File: src/rtl/core/psg_pkg.sv
// Shared types, constants and level table for the three-voice sound generator.
package psg_pkg;

  localparam logic [3:0]  REG_NOISE_PER  = 4'd6;
  localparam logic [3:0]  REG_MIXER      = 4'd7;
  localparam logic [1:0]  REG_VOL_HI     = 2'b10;   // volume registers 8..10
  localparam logic [3:0]  REG_ENV_FINE   = 4'd11;
  localparam logic [3:0]  REG_ENV_COARSE = 4'd12;
  localparam logic [3:0]  REG_ENV_SHAPE  = 4'd13;
  localparam logic [7:0]  MIXER_RESET    = 8'h3F;

  localparam logic [17:0] RATE_RESET     = 18'd44100;
  localparam logic [21:0] CLOCK_RESET    = 22'd1789772;
  localparam logic [16:0] NOISE_SEED     = 17'h1FFFF;
  localparam logic signed [13:0] BLOCK_COEF = 14'sd8110;

  typedef enum logic [1:0] {
    KIND_SELECT, KIND_WRITE, KIND_READ, KIND_RENDER
  } psg_kind_t;

  typedef enum logic [3:0] {
    S_IDLE, S_EXEC, S_READ, S_RC_LO, S_RC_HI, S_RC_START, S_RC_WAIT,
    S_R_MIXER, S_R_ISSUE, S_R_USE, S_B_MUL, S_B_SUM, S_DONE
  } psg_state_t;

  typedef enum logic [1:0] {
    DIV_IDLE, DIV_MUL, DIV_CHECK, DIV_RUN
  } psg_div_state_t;

  typedef struct packed {
    logic        start;
    logic        env;      // envelope divider (256) instead of 16
    logic [15:0] period;
  } psg_div_req_t;

  typedef struct packed {
    logic        done;
    logic [31:0] value;
  } psg_div_rsp_t;

  function automatic logic [13:0] level(input logic [3:0] idx);
    logic [13:0] v;
    case (idx)
      4'd0:    v = 14'd0;
      4'd1:    v = 14'd64;
      4'd2:    v = 14'd90;
      4'd3:    v = 14'd128;
      4'd4:    v = 14'd181;
      4'd5:    v = 14'd256;
      4'd6:    v = 14'd362;
      4'd7:    v = 14'd512;
      4'd8:    v = 14'd724;
      4'd9:    v = 14'd1024;
      4'd10:   v = 14'd1448;
      4'd11:   v = 14'd2048;
      4'd12:   v = 14'd2896;
      4'd13:   v = 14'd4096;
      4'd14:   v = 14'd5792;
      default: v = 14'd8192;
    endcase
    return v;
  endfunction

endpackage

File: src/rtl/core/psg_in_if.sv
// Request channel: bus access kind and data byte.
interface psg_in_if;
  logic       valid;
  logic       ready;
  logic [1:0] kind;
  logic [7:0] bus_value;
  modport source (output valid, kind, bus_value, input ready);
  modport sink (input valid, kind, bus_value, output ready);
endinterface

File: src/rtl/core/psg_out_if.sv
// Response channel: register read data and audio sample.
interface psg_out_if;
  logic               valid;
  logic               ready;
  logic [7:0]         read_value;
  logic signed [15:0] audio_sample;
  modport source (output valid, read_value, audio_sample, input ready);
  modport sink (input valid, read_value, audio_sample, output ready);
endinterface

File: src/rtl/core/psg_ram.sv
// Generic single-write, single-read RAM with registered read data.
module psg_ram #(
  parameter int WIDTH = 8,
  parameter int DEPTH = 16,
  localparam int AW = (DEPTH > 1) ? $clog2(DEPTH) : 1
) (
  input  logic             clk,
  input  logic             we,
  input  logic [AW-1:0]    waddr,
  input  logic [WIDTH-1:0] wdata,
  input  logic [AW-1:0]    raddr,
  output logic [WIDTH-1:0] rdata
);
  logic [WIDTH-1:0] mem [DEPTH];

  always_ff @(posedge clk) begin
    if (we) begin
      mem[waddr] <= wdata;
    end
    rdata <= mem[raddr];
  end
endmodule

File: src/rtl/core/psg_incr_div.sv
// Phase increment unit: (clock << 32) / (divider * period * rate), one quotient bit per cycle.
module psg_incr_div (
  input  logic                 clk,
  input  logic                 rst,
  input  psg_pkg::psg_div_req_t req,
  input  logic [17:0]          rate,
  input  logic [21:0]          clock,
  output psg_pkg::psg_div_rsp_t rsp
);
  psg_pkg::psg_div_state_t state;
  logic        env;
  logic [15:0] period;
  logic [33:0] prod;
  logic [41:0] den;
  logic [41:0] rem;
  logic [31:0] quo;
  logic [4:0]  cnt;
  logic        done;
  logic [41:0] den_shift;
  logic [42:0] rem2;
  logic        fit;

  assign den_shift = env ? {prod, 8'd0} : {4'd0, prod, 4'd0};
  assign rem2      = {rem, 1'b0};
  assign fit       = rem2 >= {1'b0, den};
  assign rsp.done  = done;
  assign rsp.value = quo;

  always_ff @(posedge clk) begin
    if (rst) begin
      state <= psg_pkg::DIV_IDLE;
      done  <= 1'b0;
    end else begin
      done <= 1'b0;
      case (state)
        psg_pkg::DIV_IDLE: begin
          if (req.start) begin
            env    <= req.env;
            period <= (req.period == 16'd0) ? 16'd1 : req.period;
            state  <= psg_pkg::DIV_MUL;
          end
        end
        psg_pkg::DIV_MUL: begin
          prod  <= {18'd0, period} * {16'd0, rate};
          state <= psg_pkg::DIV_CHECK;
        end
        psg_pkg::DIV_CHECK: begin
          den <= den_shift;
          rem <= {20'd0, clock};
          cnt <= 5'd31;
          if (den_shift == 42'd0) begin
            quo   <= 32'd0;
            done  <= 1'b1;
            state <= psg_pkg::DIV_IDLE;
          end else if ({20'd0, clock} >= den_shift) begin
            // quotient would not fit: saturate
            quo   <= '1;
            done  <= 1'b1;
            state <= psg_pkg::DIV_IDLE;
          end else begin
            quo   <= 32'd0;
            state <= psg_pkg::DIV_RUN;
          end
        end
        psg_pkg::DIV_RUN: begin
          rem <= fit ? 42'(rem2 - {1'b0, den}) : rem2[41:0];
          quo <= {quo[30:0], fit};
          cnt <= cnt - 5'd1;
          if (cnt == 5'd0) begin
            done  <= 1'b1;
            state <= psg_pkg::DIV_IDLE;
          end
        end
        default: state <= psg_pkg::DIV_IDLE;
      endcase
    end
  end
endmodule

File: src/rtl/core/psg_three_voice_sound_generator.sv
// Top level of the three-voice sound generator: control sequencer, state memories, mixer.
// Usage:
//  - req carries bus transactions: select register, write data, read data, render.
//    Every transaction yields exactly one rsp transaction; read_value is nonzero only
//    for reads, audio_sample only for renders.
//  - APB port: sample_rate at 0x0, chip_clock_hz at 0x4, pready tied high. A write
//    recomputes all phase increments; req.ready stays low until that is done.
//  - Register file, phases and increments live in three small RAMs (registered read).
//  - Render: one read/modify/write pass per phase entry, then the DC blocker multiply.
//  - A write to a tone, noise or envelope period register, and any config write,
//    runs the increment unit once per entry, through the bit-serial 32-step divider.
//  - One transaction is worked on at a time; req.ready is high only when idle.
//    A finished result sits in the output register, so the next request can be
//    taken while the receiver stalls; processing then waits in DONE for the slot.
//  - Reset: registers read as zero except the mixer (0x3F), phases read as zero
//    through valid bits, and the increments are computed once before req.ready
//    first rises (same length as a config recompute).
module psg_three_voice_sound_generator #(
  parameter int VOICES = 3
) (
  input  logic        clk,
  input  logic        rst,
  input  logic        psel,
  input  logic        penable,
  input  logic        pwrite,
  input  logic [2:0]  paddr,
  input  logic [31:0] pwdata,
  output logic [31:0] prdata,
  output logic        pready,
  psg_in_if.sink      req,
  psg_out_if.source   rsp
);
  localparam int ENTRIES = VOICES + 2;
  localparam int EW = $clog2(ENTRIES);
  localparam logic [EW-1:0] NOISE_IDX = EW'(VOICES);
  localparam logic [EW-1:0] ENV_IDX = EW'(VOICES + 1);
  localparam int MW = $clog2(VOICES + 1) + 15;

  // ---------------- configuration ----------------
  logic [17:0] sample_rate;
  logic [21:0] chip_clock;
  logic        cfg_pend;
  logic        cfg_wr;

  assign cfg_wr = psel && penable && pwrite;
  assign pready = 1'b1;
  assign prdata = paddr[2] ? {10'd0, chip_clock} : {14'd0, sample_rate};

  // ---------------- sequencer state ----------------
  psg_pkg::psg_state_t state, state_next;
  psg_pkg::psg_kind_t  it_kind;
  logic [7:0]  it_bus;
  logic [3:0]  sel_idx;
  logic        item_active;
  logic [EW-1:0] ent;
  logic [1:0]  vc;          // voice index modulo three
  logic        ent_last;

  // register file RAM
  logic        reg_we;
  logic [3:0]  reg_raddr;
  logic [7:0]  reg_q;
  logic [15:0] reg_valid;
  logic        reg_vq;
  logic [3:0]  reg_aq;
  logic [7:0]  reg_val;
  logic [7:0]  per_lo;

  // phase and increment RAMs
  logic            ph_we;
  logic [EW-1:0]   ph_waddr;
  logic [31:0]     ph_wdata;
  logic [31:0]     ph_q;
  logic [ENTRIES-1:0] ph_valid;
  logic            ph_vq;
  logic [31:0]     ph_val;
  logic            inc_we;
  logic [31:0]     inc_q;
  logic [32:0]     ph_sum;

  psg_pkg::psg_div_req_t div_req;
  psg_pkg::psg_div_rsp_t div_rsp;
  logic        div_start;
  logic        is_tone;
  logic        is_noise;

  // sound state
  logic [16:0] noise_shifter;
  logic        noise_fb;
  logic [16:0] noise_next;
  logic [3:0]  env_shape;
  logic [3:0]  env_level;
  logic        env_rising;
  logic        env_stopped;
  logic        env_rise_next;
  logic [7:0]  mixer;
  logic signed [MW-1:0] mix;
  logic signed [MW-1:0] mix_adj;
  logic signed [MW-1:0] half;
  logic [31:0] blk_in;
  logic [31:0] blk_out;
  logic signed [45:0] blk_prod;
  logic [31:0] half32;
  logic [31:0] blk_y;
  logic [15:0] clamped;
  logic [4:0]  vol;
  logic [13:0] amp;
  logic        gate;

  // result staging and output register
  logic [7:0]  res_read;
  logic [15:0] res_sample;
  logic        out_valid;
  logic [7:0]  out_read;
  logic [15:0] out_sample;
  logic        out_load;

  assign reg_val  = reg_vq ? reg_q :
                    ((reg_aq == psg_pkg::REG_MIXER) ? psg_pkg::MIXER_RESET : 8'd0);
  assign ph_val   = ph_vq ? ph_q : 32'd0;
  assign ph_sum   = {1'b0, ph_val} + {1'b0, inc_q};
  assign ent_last = (ent == ENV_IDX);
  assign is_tone  = (ent < NOISE_IDX);
  assign is_noise = (ent == NOISE_IDX);

  assign noise_fb   = noise_shifter[0] ^ noise_shifter[3];
  assign noise_next = {noise_fb, noise_shifter[16:1]};
  assign env_rise_next = env_rising ^ env_shape[1];

  assign vol  = reg_val[4:0];
  assign amp  = psg_pkg::level(vol[4] ? env_level : vol[3:0]);
  assign gate = (mixer[{1'b0, vc}] || ph_sum[31]) &&
                (mixer[3'({1'b0, vc}) + 3'd3] || noise_shifter[0]);

  assign mix_adj = mix + $signed({{(MW-1){1'b0}}, mix[MW-1]});
  assign half    = mix_adj >>> 1;
  assign half32  = {{(32-MW){half[MW-1]}}, half};
  assign blk_y   = half32 - blk_in + blk_prod[44:13];
  assign clamped = ($signed(blk_y) > 32'sd32767)  ? 16'h7FFF :
                   ($signed(blk_y) < -32'sd32768) ? 16'h8000 : blk_y[15:0];

  assign out_load = (state == psg_pkg::S_DONE) && (!out_valid || rsp.ready);

  assign div_req.start  = div_start;
  assign div_req.env    = ent_last;
  assign div_req.period = is_tone  ? {4'd0, reg_val[3:0], per_lo} :
                          is_noise ? {11'd0, per_lo[4:0]} : {reg_val, per_lo};

  assign ph_waddr = (state == psg_pkg::S_EXEC) ? ENV_IDX : ent;
  assign ph_wdata = (state == psg_pkg::S_EXEC) ? 32'd0 : ph_sum[31:0];

  psg_ram #(.WIDTH(8), .DEPTH(16)) u_reg_ram (
    .clk(clk), .we(reg_we), .waddr(sel_idx), .wdata(it_bus),
    .raddr(reg_raddr), .rdata(reg_q)
  );

  psg_ram #(.WIDTH(32), .DEPTH(ENTRIES)) u_phase_ram (
    .clk(clk), .we(ph_we), .waddr(ph_waddr), .wdata(ph_wdata),
    .raddr(ent), .rdata(ph_q)
  );

  psg_ram #(.WIDTH(32), .DEPTH(ENTRIES)) u_incr_ram (
    .clk(clk), .we(inc_we), .waddr(ent), .wdata(div_rsp.value),
    .raddr(ent), .rdata(inc_q)
  );

  psg_incr_div u_div (
    .clk(clk), .rst(rst), .req(div_req), .rate(sample_rate),
    .clock(chip_clock), .rsp(div_rsp)
  );

  // ---------------- state register ----------------
  always_ff @(posedge clk) begin
    if (rst) begin
      state <= psg_pkg::S_RC_LO;   // compute increments after reset
    end else begin
      state <= state_next;
    end
  end

  // ---------------- next state and strobes ----------------
  always_comb begin
    state_next = state;
    req.ready  = 1'b0;
    reg_raddr  = sel_idx;
    reg_we     = 1'b0;
    ph_we      = 1'b0;
    inc_we     = 1'b0;
    div_start  = 1'b0;
    case (state)
      psg_pkg::S_IDLE: begin
        req.ready = !cfg_pend;
        if (cfg_pend) begin
          state_next = psg_pkg::S_RC_LO;
        end else if (req.valid) begin
          state_next = psg_pkg::S_EXEC;
        end
      end
      psg_pkg::S_EXEC: begin
        case (it_kind)
          psg_pkg::KIND_SELECT: state_next = psg_pkg::S_DONE;
          psg_pkg::KIND_WRITE: begin
            reg_we = 1'b1;
            ph_we  = (sel_idx == psg_pkg::REG_ENV_SHAPE);
            if (sel_idx <= psg_pkg::REG_NOISE_PER || sel_idx == psg_pkg::REG_ENV_FINE ||
                sel_idx == psg_pkg::REG_ENV_COARSE) begin
              state_next = psg_pkg::S_RC_LO;
            end else begin
              state_next = psg_pkg::S_DONE;
            end
          end
          psg_pkg::KIND_READ: state_next = psg_pkg::S_READ;
          psg_pkg::KIND_RENDER: begin
            reg_raddr  = psg_pkg::REG_MIXER;
            state_next = psg_pkg::S_R_MIXER;
          end
          default: state_next = psg_pkg::S_DONE;
        endcase
      end
      psg_pkg::S_READ: state_next = psg_pkg::S_DONE;
      psg_pkg::S_RC_LO: begin
        reg_raddr  = is_tone ? {1'b0, vc, 1'b0} :
                     is_noise ? psg_pkg::REG_NOISE_PER : psg_pkg::REG_ENV_FINE;
        state_next = psg_pkg::S_RC_HI;
      end
      psg_pkg::S_RC_HI: begin
        reg_raddr  = is_tone ? {1'b0, vc, 1'b1} : psg_pkg::REG_ENV_COARSE;
        state_next = psg_pkg::S_RC_START;
      end
      psg_pkg::S_RC_START: begin
        div_start  = 1'b1;
        state_next = psg_pkg::S_RC_WAIT;
      end
      psg_pkg::S_RC_WAIT: begin
        if (div_rsp.done) begin
          inc_we = 1'b1;
          if (ent_last) begin
            state_next = item_active ? psg_pkg::S_DONE : psg_pkg::S_IDLE;
          end else begin
            state_next = psg_pkg::S_RC_LO;
          end
        end
      end
      psg_pkg::S_R_MIXER: state_next = psg_pkg::S_R_ISSUE;
      psg_pkg::S_R_ISSUE: begin
        reg_raddr  = {psg_pkg::REG_VOL_HI, vc};
        state_next = psg_pkg::S_R_USE;
      end
      psg_pkg::S_R_USE: begin
        ph_we      = 1'b1;
        state_next = ent_last ? psg_pkg::S_B_MUL : psg_pkg::S_R_ISSUE;
      end
      psg_pkg::S_B_MUL: state_next = psg_pkg::S_B_SUM;
      psg_pkg::S_B_SUM: state_next = psg_pkg::S_DONE;
      psg_pkg::S_DONE: begin
        if (out_load) begin
          state_next = psg_pkg::S_IDLE;
        end
      end
      default: state_next = psg_pkg::S_IDLE;
    endcase
  end

  // ---------------- datapath ----------------
  always_ff @(posedge clk) begin
    reg_vq <= reg_valid[reg_raddr];
    reg_aq <= reg_raddr;
    ph_vq  <= ph_valid[ent];
    if (rst) begin
      sample_rate   <= psg_pkg::RATE_RESET;
      chip_clock    <= psg_pkg::CLOCK_RESET;
      cfg_pend      <= 1'b0;
      sel_idx       <= 4'd0;
      item_active   <= 1'b0;
      ent           <= '0;
      vc            <= 2'd0;
      reg_valid     <= '0;
      ph_valid      <= '0;
      noise_shifter <= psg_pkg::NOISE_SEED;
      env_shape     <= 4'd0;
      env_level     <= 4'hF;
      env_rising    <= 1'b0;
      env_stopped   <= 1'b0;
      blk_in        <= 32'd0;
      blk_out       <= 32'd0;
      out_valid     <= 1'b0;
    end else begin
      if (cfg_wr) begin
        if (paddr[2]) begin
          chip_clock <= pwdata[21:0];
        end else begin
          sample_rate <= pwdata[17:0];
        end
        cfg_pend <= 1'b1;
      end else if (state == psg_pkg::S_IDLE) begin
        cfg_pend <= 1'b0;
      end

      if (req.valid && req.ready) begin
        it_kind     <= psg_pkg::psg_kind_t'(req.kind);
        it_bus      <= req.bus_value;
        item_active <= 1'b1;
      end

      if (reg_we) begin
        reg_valid[sel_idx] <= 1'b1;
      end
      if (ph_we) begin
        ph_valid[ph_waddr] <= 1'b1;
      end

      // step through phase entries; vc follows ent modulo three
      if ((state == psg_pkg::S_RC_WAIT && div_rsp.done) || state == psg_pkg::S_R_USE) begin
        if (ent_last) begin
          ent <= '0;
          vc  <= 2'd0;
        end else begin
          ent <= ent + 1'b1;
          vc  <= (vc == 2'd2) ? 2'd0 : vc + 2'd1;
        end
      end

      case (state)
        psg_pkg::S_EXEC: begin
          res_read   <= 8'd0;
          res_sample <= 16'd0;
          mix        <= '0;
          if (it_kind == psg_pkg::KIND_SELECT) begin
            sel_idx <= it_bus[3:0];
          end
          if (it_kind == psg_pkg::KIND_WRITE && sel_idx == psg_pkg::REG_ENV_SHAPE) begin
            // envelope restart; its phase is cleared through the phase RAM
            env_shape   <= it_bus[3:0];
            env_stopped <= 1'b0;
            env_rising  <= it_bus[2];
            env_level   <= it_bus[2] ? 4'h0 : 4'hF;
          end
        end
        psg_pkg::S_READ: res_read <= reg_val;
        psg_pkg::S_RC_HI: per_lo <= reg_val;
        psg_pkg::S_R_MIXER: mixer <= reg_val;
        psg_pkg::S_R_USE: begin
          if (is_tone) begin
            mix <= gate ? mix + $signed({{(MW-14){1'b0}}, amp})
                        : mix - $signed({{(MW-14){1'b0}}, amp});
          end else if (is_noise) begin
            if (ph_sum[32]) begin
              noise_shifter <= (noise_next == 17'd0) ? psg_pkg::NOISE_SEED : noise_next;
            end
          end else if (ph_sum[32] && !env_stopped) begin
            if (env_rising && env_level != 4'hF) begin
              env_level <= env_level + 4'd1;
            end else if (!env_rising && env_level != 4'h0) begin
              env_level <= env_level - 4'd1;
            end else if (!env_shape[3]) begin
              env_level   <= 4'h0;
              env_stopped <= 1'b1;
            end else begin
              env_rising <= env_rise_next;
              if (env_shape[0]) begin
                env_level   <= env_rise_next ? 4'hF : 4'h0;
                env_stopped <= 1'b1;
              end else begin
                env_level <= env_rise_next ? 4'h0 : 4'hF;
              end
            end
          end
        end
        psg_pkg::S_B_MUL: blk_prod <= $signed(blk_out) * psg_pkg::BLOCK_COEF;
        psg_pkg::S_B_SUM: begin
          blk_in     <= half32;
          blk_out    <= blk_y;
          res_sample <= clamped;
        end
        default: ;
      endcase

      if (out_load) begin
        out_valid   <= 1'b1;
        out_read    <= res_read;
        out_sample  <= res_sample;
        item_active <= 1'b0;
      end else if (rsp.ready) begin
        out_valid <= 1'b0;
      end
    end
  end

  assign rsp.valid        = out_valid;
  assign rsp.read_value   = out_read;
  assign rsp.audio_sample = out_sample;

  // ---------------- assertions ----------------
  a_accept_exec: assert property (@(posedge clk) disable iff (rst)
    (req.valid && req.ready) |=> state == psg_pkg::S_EXEC)
    else $error("accepted transaction not executed");

  a_noise_nonzero: assert property (@(posedge clk) disable iff (rst)
    noise_shifter != 17'd0)
    else $error("noise shifter locked at zero");

  a_env_hold: assert property (@(posedge clk) disable iff (rst)
    env_stopped |-> (env_level == 4'h0 || env_level == 4'hF))
    else $error("stopped envelope at intermediate level");

  a_div_done: assert property (@(posedge clk) disable iff (rst)
    div_rsp.done |-> state == psg_pkg::S_RC_WAIT)
    else $error("increment result with no recompute pending");

endmodule
File: src/flat_wrapper.sv
// flat-port wrapper written by rule: the top's interface ports become plain ports
module psg_three_voice_sound_generator_flat 
#(
  parameter int VOICES = 3
)
  (clk, rst, psel, penable, pwrite, paddr, pwdata, prdata, pready, req_valid, req_kind, req_bus_value, req_ready, rsp_valid, rsp_read_value, rsp_audio_sample, rsp_ready);
  psg_in_if req_i ();
  psg_out_if rsp_i ();
  input  logic clk;
  input  logic rst;
  input  logic psel;
  input  logic penable;
  input  logic pwrite;
  input  logic [2:0] paddr;
  input  logic [31:0] pwdata;
  output logic [31:0] prdata;
  output logic pready;
  input wire logic [$bits(req_i.valid)-1:0] req_valid;
  input wire logic [$bits(req_i.kind)-1:0] req_kind;
  input wire logic [$bits(req_i.bus_value)-1:0] req_bus_value;
  output wire logic [$bits(req_i.ready)-1:0] req_ready;
  output wire logic [$bits(rsp_i.valid)-1:0] rsp_valid;
  output wire logic [$bits(rsp_i.read_value)-1:0] rsp_read_value;
  output wire logic [$bits(rsp_i.audio_sample)-1:0] rsp_audio_sample;
  input wire logic [$bits(rsp_i.ready)-1:0] rsp_ready;
  assign req_i.valid = req_valid;
  assign req_i.kind = req_kind;
  assign req_i.bus_value = req_bus_value;
  assign req_ready = req_i.ready;
  assign rsp_valid = rsp_i.valid;
  assign rsp_read_value = rsp_i.read_value;
  assign rsp_audio_sample = rsp_i.audio_sample;
  assign rsp_i.ready = rsp_ready;
  psg_three_voice_sound_generator #(.VOICES(VOICES)) u_core (.clk(clk), .rst(rst), .psel(psel), .penable(penable), .pwrite(pwrite), .paddr(paddr), .pwdata(pwdata), .prdata(prdata), .pready(pready), .req(req_i), .rsp(rsp_i));
endmodule
File: config.mk
export PLATFORM = sky130hd
export DESIGN_NAME = psg_three_voice_sound_generator_flat
export DESIGN_NICKNAME = d
export VERILOG_FILES = /design/src/rtl/core/psg_pkg.sv /design/src/rtl/core/psg_in_if.sv /design/src/rtl/core/psg_out_if.sv /design/src/rtl/core/psg_ram.sv /design/src/rtl/core/psg_incr_div.sv /design/src/rtl/core/psg_three_voice_sound_generator.sv /design/src/flat_wrapper.sv
export SDC_FILE = /design/constraint.sdc
export NUM_CORES = 2
export LEC_CHECK = 0
export ABC_AREA = 1
export BUFFER_PORTS_ARGS = -buffer_cell sky130_fd_sc_hd__buf_2
export CORE_MARGIN = 1.5
export CORE_UTILIZATION = 55
export DETAILED_ROUTE_END_ITERATION = 6
export GPL_TIMING_DRIVEN = 0
export PLACE_DENSITY_LB_ADDON = 0.2
export SYNTH_ARGS = -nofsm -noshare
export SYNTH_HDL_FRONTEND = slang
export SYNTH_SLANG_ARGS = --single-unit
File: constraint.sdc
create_clock -name clk -period 7.4 [get_ports clk]
set_input_delay 0.37 -clock clk [delete_from_list [all_inputs] [get_ports clk]]
set_output_delay 0.37 -clock clk [all_outputs]
set_load 0.01 [all_outputs]
After elaboration in Yosys (flattened, before gate mapping)
Memories as Yosys holds them, arrays and structs flattened. A register that Yosys moved wholly into a read port is not among the register bits.
Index checks and enable logic that the tools add are counted.
Word-level totals
  flip-flop bits (word level): 468
  logic and storage cells: 290
  memories kept: 4
  RAM bits: 448
  bits of input ports: 52
  output and inout bits: 59
  ROM bits: 224
Memories
  (no name shown): words 16, bits a word 14, read ports 1, clocked after memory_dff 0, write ports 0, line psg_pkg.sv:43  | case (idx)
  u_core.u_incr_ram.mem: words 5, bits a word 32, read ports 1, clocked after memory_dff 1, write ports 1, line psg_ram.sv:14  | logic [WIDTH-1:0] mem [DEPTH];
  u_core.u_phase_ram.mem: words 5, bits a word 32, read ports 1, clocked after memory_dff 1, write ports 1, line psg_ram.sv:14
  u_core.u_reg_ram.mem: words 16, bits a word 8, read ports 1, clocked after memory_dff 1, write ports 1, line psg_ram.sv:14
Cells by class
  muxes and demuxes: 110
  multiply operators: 2
  magnitude comparators: 14
  bitwise logic cells: 7
  reduce and logical (&&, ||, !) cells: 60
  add/subtract/negate cells: 13
  equality and inequality tests: 40
Operators with widths (number)
  2-to-1 mux 32 bit: 4
  2-to-1 mux 4 bit: 23
  2-to-1 mux 42 bit: 2
  one-hot mux 42 bit (2 select lines): 1
  2-to-1 mux 16 bit: 4
  one-hot mux 32 bit (2 select lines): 1
  2-to-1 mux 17 bit: 3
  one-hot mux 4 bit (12 select lines): 1
  multiplier 32 x 13 -> 44 bit (second input constant): 1
  greater-or-equal comparator 43 x 42 -> 1 bit: 1
  greater-or-equal comparator 22 x 42 -> 1 bit: 1
  zero test 42 bit: 1
  subtractor 42 bit: 1
  2-to-1 mux 1 bit: 41
  multiplier 16 x 18 -> 34 bit: 1
  one-hot mux 17 bit (2 select lines): 1
  adder 32 x 32 -> 33 bit: 1
  adder 32 bit: 1
  == test 4 bit (second input constant): 8
  > comparator 32 x 16 -> 1 bit (second input constant): 1
  less-than comparator 32 x 16 -> 1 bit (second input constant): 1
  one-hot mux 16 bit (2 select lines): 1
  one-hot mux 4 bit (4 select lines): 2
  AND reduction 2 bit: 15
  other kinds (63): 129

Depth between registers and ports, before layout
  depth after elaboration: 10
  mapped depth: 43
  depth with buffers taken out: 42

Modules after synthesis
From an unflattened synthesis, not the netlist that was laid out.
Second synthesis, totals
  cells, all modules: 8304
  area, all modules: 69359.0 sq um
By module, submodules not included
  psg_three_voice_sound_generator: cells each 3672, seq. area each 6836.6 sq um, times used 1, area each 27956.8 sq um
  psg_incr_div: cells each 2719, seq. area each 5104.9 sq um, times used 1, area each 20733.6 sq um
  psg_ram at u_core.u_incr_ram ...: cells each 681, seq. area each 5445.2 sq um, times used 2, area each 7450.9 sq um
  psg_ram at u_core.u_reg_ram: cells each 551, seq. area each 4003.8 sq um, times used 1, area each 5766.8 sq um

Worst setup path before layout
Ideal clock, no wire load.
  path kind: register -> register
  from: register u_core.u_div.period[6]
  to: register u_core.u_div.prod[30], data pin
  data arrival time: 5.561 ns
  data required time: 7.141 ns
  path slack: 1.580 ns
  period minus slack after synthesis: 5.820 ns
  setup time: 0.259 ns
  path buffers: 2
  cell stages (with the launch flop): 27
  cells stage by stage: edfxtp_1 clkbuf_1 clkbuf_1 nand2_1 fa_1 inv_1 fa_1 inv_1 fa_1 inv_1 fa_1 inv_1 fa_1 inv_1 fa_1 ha_1 a21oi_1 inv_1 a21oi_1 o21ai_0 nand2_1 o211ai_1 nand2_1 o211ai_1 nand2_1 nand2_1 xor2_1
Between the ends
  longest elaborated chain between the ends: 1
Ends and longest elaborated chain
  from (decl): line psg_incr_div.sv:12  | logic [15:0] period;
  from (signal assigned): line psg_incr_div.sv:39  | period <= (req.period == 16'd0) ? 16'd1 : req.period;
  multiplier 16 x 18 -> 34 bit: line psg_incr_div.sv:44  | prod <= {18'd0, period} * {16'd0, rate};
  to (signal assigned): line psg_incr_div.sv:44
  to (decl): line psg_incr_div.sv:13  | logic [33:0] prod;
No other way between the ends.
A chain may end at the register's enable or synchronous reset.

Worst setup path in the final report
  from: register u_core.sample_rate[3]
  to: register u_core.u_div.prod[32], data pin
Between the ends
  longest elaborated chain between the ends: 1
Ends and longest elaborated chain
  from (decl): line psg_three_voice_sound_generator.sv:40  | logic [17:0] sample_rate;
  from (signal assigned): line psg_three_voice_sound_generator.sv:270  | sample_rate <= psg_pkg::RATE_RESET;
  from (signal assigned): line psg_three_voice_sound_generator.sv:292  | sample_rate <= pwdata[17:0];
  multiplier 16 x 18 -> 34 bit: line psg_incr_div.sv:44
No other way between the ends.

==> results.md <==
- Leading area contributor after synthesis: edfxtp_1
- NetSw: 0.0112 W
- Initial DRT Pass Iterations: 6
- Initial Utilization: 55.4%
- Critical Path Max Stage Delay: 0.57 ns
- CP required: 7.94 ns
- DRC Markers: 0
- Most common cell in the netlist: nand2_1
- Critical Path AT: 7.61 ns
- Synth cell types: 65
- Die height: 348 um
- Final Cycle Share: 95.5%
- Via-to-Cell Ratio: 5.46
- Congestion Overflow GR: 0
- Syn-to-layout area delta: 10.3%
- Crit start category: register
- Gpl congestion: 0.964
- Die W: 348 um
- Worst slew margin: 3.57%
- Cell-by-cell trace of the critical path: clkbuf_1 -> clkbuf_1 -> nand2_1 -> fa_1 -> inv_1 -> fa_1 -> fa_1 -> fa_1 -> inv_1 -> fa_1 -> inv_1 -> fa_1 -> ha_1 -> nand2_1 -> nor4_1 -> nand2_1 -> o211ai_1 -> nand2_1 -> o211ai_1 -> nand2_1 -> nand2_1 -> xor2_1
- Post-CTS Setup Bufs: 0
- P per Cell Area: 355 nW/um^2
- Crit Path Class: reg2reg
- Buf/Inv on CP: 5
- Core Area: 118,000 sq um
- Comb power frac: 51.1%
- Cells after synthesis: 7,157
- List of most frequent post-synthesis cells: nand2_1 (1,646), inv_1 (1,356), edfxtp_1 (739)
- Number of buffers created by CTS: 101
- Port Buf Inserts: 85
- Initial antenna violation count: 4
- Vias in the first global route: 48,500
- Flop pwr share: 28.0%
- DR vias: 49,300
- Sequential share of the synthesized area: 41.1%
- Final WL: 178,000 um
- Number of synthesized flops with an enable pin: 739
- Min cycle time layout: 7.07 ns
- Area contributors post-synth: edfxtp_1 (34%), fa_1 (14%), nand2_1 (9.5%)
- Ports: 111
- Sw frac: 43.6%
- Area share of the largest cell type after synthesis: 34.0%
- Critical Path End Type: register
- Crit Path Max Fanout: 10
- Clk_skew: 0.0793 ns
- Final Hold Fails: 0
- Pin count of the biggest net entering global routing: 33
- DPL Wire Length: 138,000 um
- Slew @ Worst Pin: 1.45 ns
- DIE AREA: 121,000 sq um
- Clk_lat worst skew: 0.76 ns
- Leakage: 33.4 nW
- P_int: 0.0144 W
- Unrepaired setup endpoints after global routing: no
- H-tree levels: 3
- Clock Tree Buf Depth: 3
- Worst vdd ir: 0.239 mV
- Clk network pwr share: 20.9%
- #FFs+latches synth: 971
- Status: complete, no violations
- Clock Sinks: 971
- Power Total: 0.0256 W
- Mean post-synth cell area: 9.13 sq um
- Layout cells sized above 1: 5.96%
- Clock Tree Root: clkbuf_16
- Slowest CP cell: clkbuf_1
- HP Class: in2reg
- Ys Warns: 0
- First-pass GRT wire length: 278,000 um
- DR WL/cell: 19.7 um
- Aggregate global-route resource usage: 29.7%
- Site row count: 126
- Max Slew Vio Count: 0
- Synth Cell Area: 65,300 sq um
- Post-route ant nets: 0
- Setup_tns: 0 ns
- Setup violations, final: 0
- Max-Cap Viols: 0
- 1st-iter DRT viols: 4,337
- Final nets: 8,338
- Clk slew on worst S/H paths: 0.06 ns
- F_max: 141 MHz
- CTS tree: built
- Top_reg_cell synth: edfxtp_1
- Ys async rst share: 0%
- Family with the most delay on the worst path: adder cells
==> stage by stage <==
step	setup slack (ns)	util [%]	hold WS, ns	cell area [sq um]	instances
finish	0.331	61.1	0.0738	72100	9033
floorplan	1.58	-	0.400	65400	7166
global placement	-0.223	57.4	0.401	67700	8787
detailed placement	0.158	57.9	0.410	68200	8812
global route	0.00396	61.1	0.0443	72100	9031
CTS	0.120	61.1	0.0327	72100	9035
==> cells in the final DEF (no fill, tap or decap), types with 21 or more instances in the layout <==
master / netlist / final
a21o_1: 27 / 27
o211ai_1: 63 / 63
clkbuf_16: 0 / 105
clkbuf_1: 161 / 172
nor4_1: 23 / 21
o21ai_0: 265 / 265
a31oi_1: 25 / 25
clkinv_1: 7 / 22
o211ai_2: 49 / 49
inv_1: 1356 / 1355
buf_4: 28 / 37
dlygate4sd3_1: 0 / 32
ha_1: 410 / 410
nor3_1: 44 / 40
xor2_1: 91 / 91
xnor2_1: 49 / 49
nand2_1: 1646 / 1646
fa_1: 470 / 470
nand3_1: 233 / 233
nor2_1: 478 / 468
a22oi_1: 59 / 59
buf_2: 17 / 102
a21oi_1: 360 / 359
nand4_1: 105 / 105
edfxtp_1: 739 / 739
dfxtp_1: 232 / 232
==> worst min-delay path, cell delays in order <==
cell and delay [ns]:
buf_2 0.15, nand2_1 0.12, a21oi_1 0.07
==> state kept, by name, indices dropped and copies added, names as in the netlist, 16 cells and up <==
register,cells
u_core.u_incr_ram.mem,160
u_core.u_phase_ram.mem,160
u_core.u_reg_ram.mem,128
u_core.u_div.rem,42
u_core.u_div.den,38
u_core.u_div.prod,34
u_core.blk_out,32
u_core.blk_prod,32
u_core.u_div.quo,32
u_core.u_incr_ram.rdata,32
u_core.u_phase_ram.rdata,32
u_core.chip_clock,22
u_core.sample_rate,18
u_core.mix,17
u_core.noise_shifter,17
u_core.blk_in,16
u_core.reg_valid,16
u_core.res_sample,16
u_core.rsp.audio_sample,16
u_core.u_div.period,16
==> cells by family (layout without fill, tap and decap cells) <==
group / Yosys count / in the layout / share of synthesized area [%]
AO/OA/AOI/OAI: 964 / 964 / 9.03
flip-flops: 971 / 971 / 41.1
adder cells (fa/ha/maj): 880 / 880 / 22.3
AND/OR/NAND/NOR: 2597 / 2597 / 16.3
buffers and inverters: 1603 / 1931 / 9.47
other: 2 / 14 / 0.0115
XOR/XNOR: 140 / 140 / 1.88
==> repair_timing <==
item                                    in CTS  in global routing
endpoints found under the setup margin       0                  5
endpoints found under the hold margin       49                  0
resized for setup                            0                 13
hold buffers                                32                  0
==> final cells by class <==
type / instances / area [sq um]
inverters: 1374 / 5160
clock inverters: 57 / 731
plain buffers: 224 / 1020
diodes: 3 / 7.51
multi-input cells: 4592 / 32500
well taps: 1536 / 1920
clock buffers: 134 / 2810
fillers: 10200 / 45800
repair buffers: 142 / 1140
flip-flops and latches: 971 / 26800
==> power groups by stage <==
stage	sequential, W	combinational [W]	clock (W)
global placement	0.00727	0.0128	0
global route	0.00720	0.0149	0.00563
floorplan	0.00711	0.00956	0
detailed placement	0.00726	0.0130	0
finish	0.00716	0.0131	0.00534
CTS	0.00715	0.0131	0.00540
==> final timing paths <==
check | startpoint | endpoint | slack, ns | cells after the start
hold / removal | req_valid | u_core.item_active | 0.07 | 3
hold reg to reg | u_core.res_sample[9] | u_core.rsp.audio_sample[9] | 0.42 | 0
setup / recovery | u_core.sample_rate[3] | u_core.u_div.prod[32] | 0.33 | 22
setup reg to reg | u_core.sample_rate[3] | u_core.u_div.prod[32] | 0.33 | 22
==> routing by layer <==
| layer | global-route usage, % | vias to the layer above | share of wire [%] |
|---|---|---|---|
| li1 | - | 23600 | - |
| met2 | 47.6 | 1650 | 46 |
| met5 | 0 | - | 0.0073 |
| met4 | 8.68 | 2 | 2.8 |
| met1 | 42.5 | 23800 | 45 |
| met3 | 3.70 | 253 | 6.4 |
(Power assumes the default switching activity.)
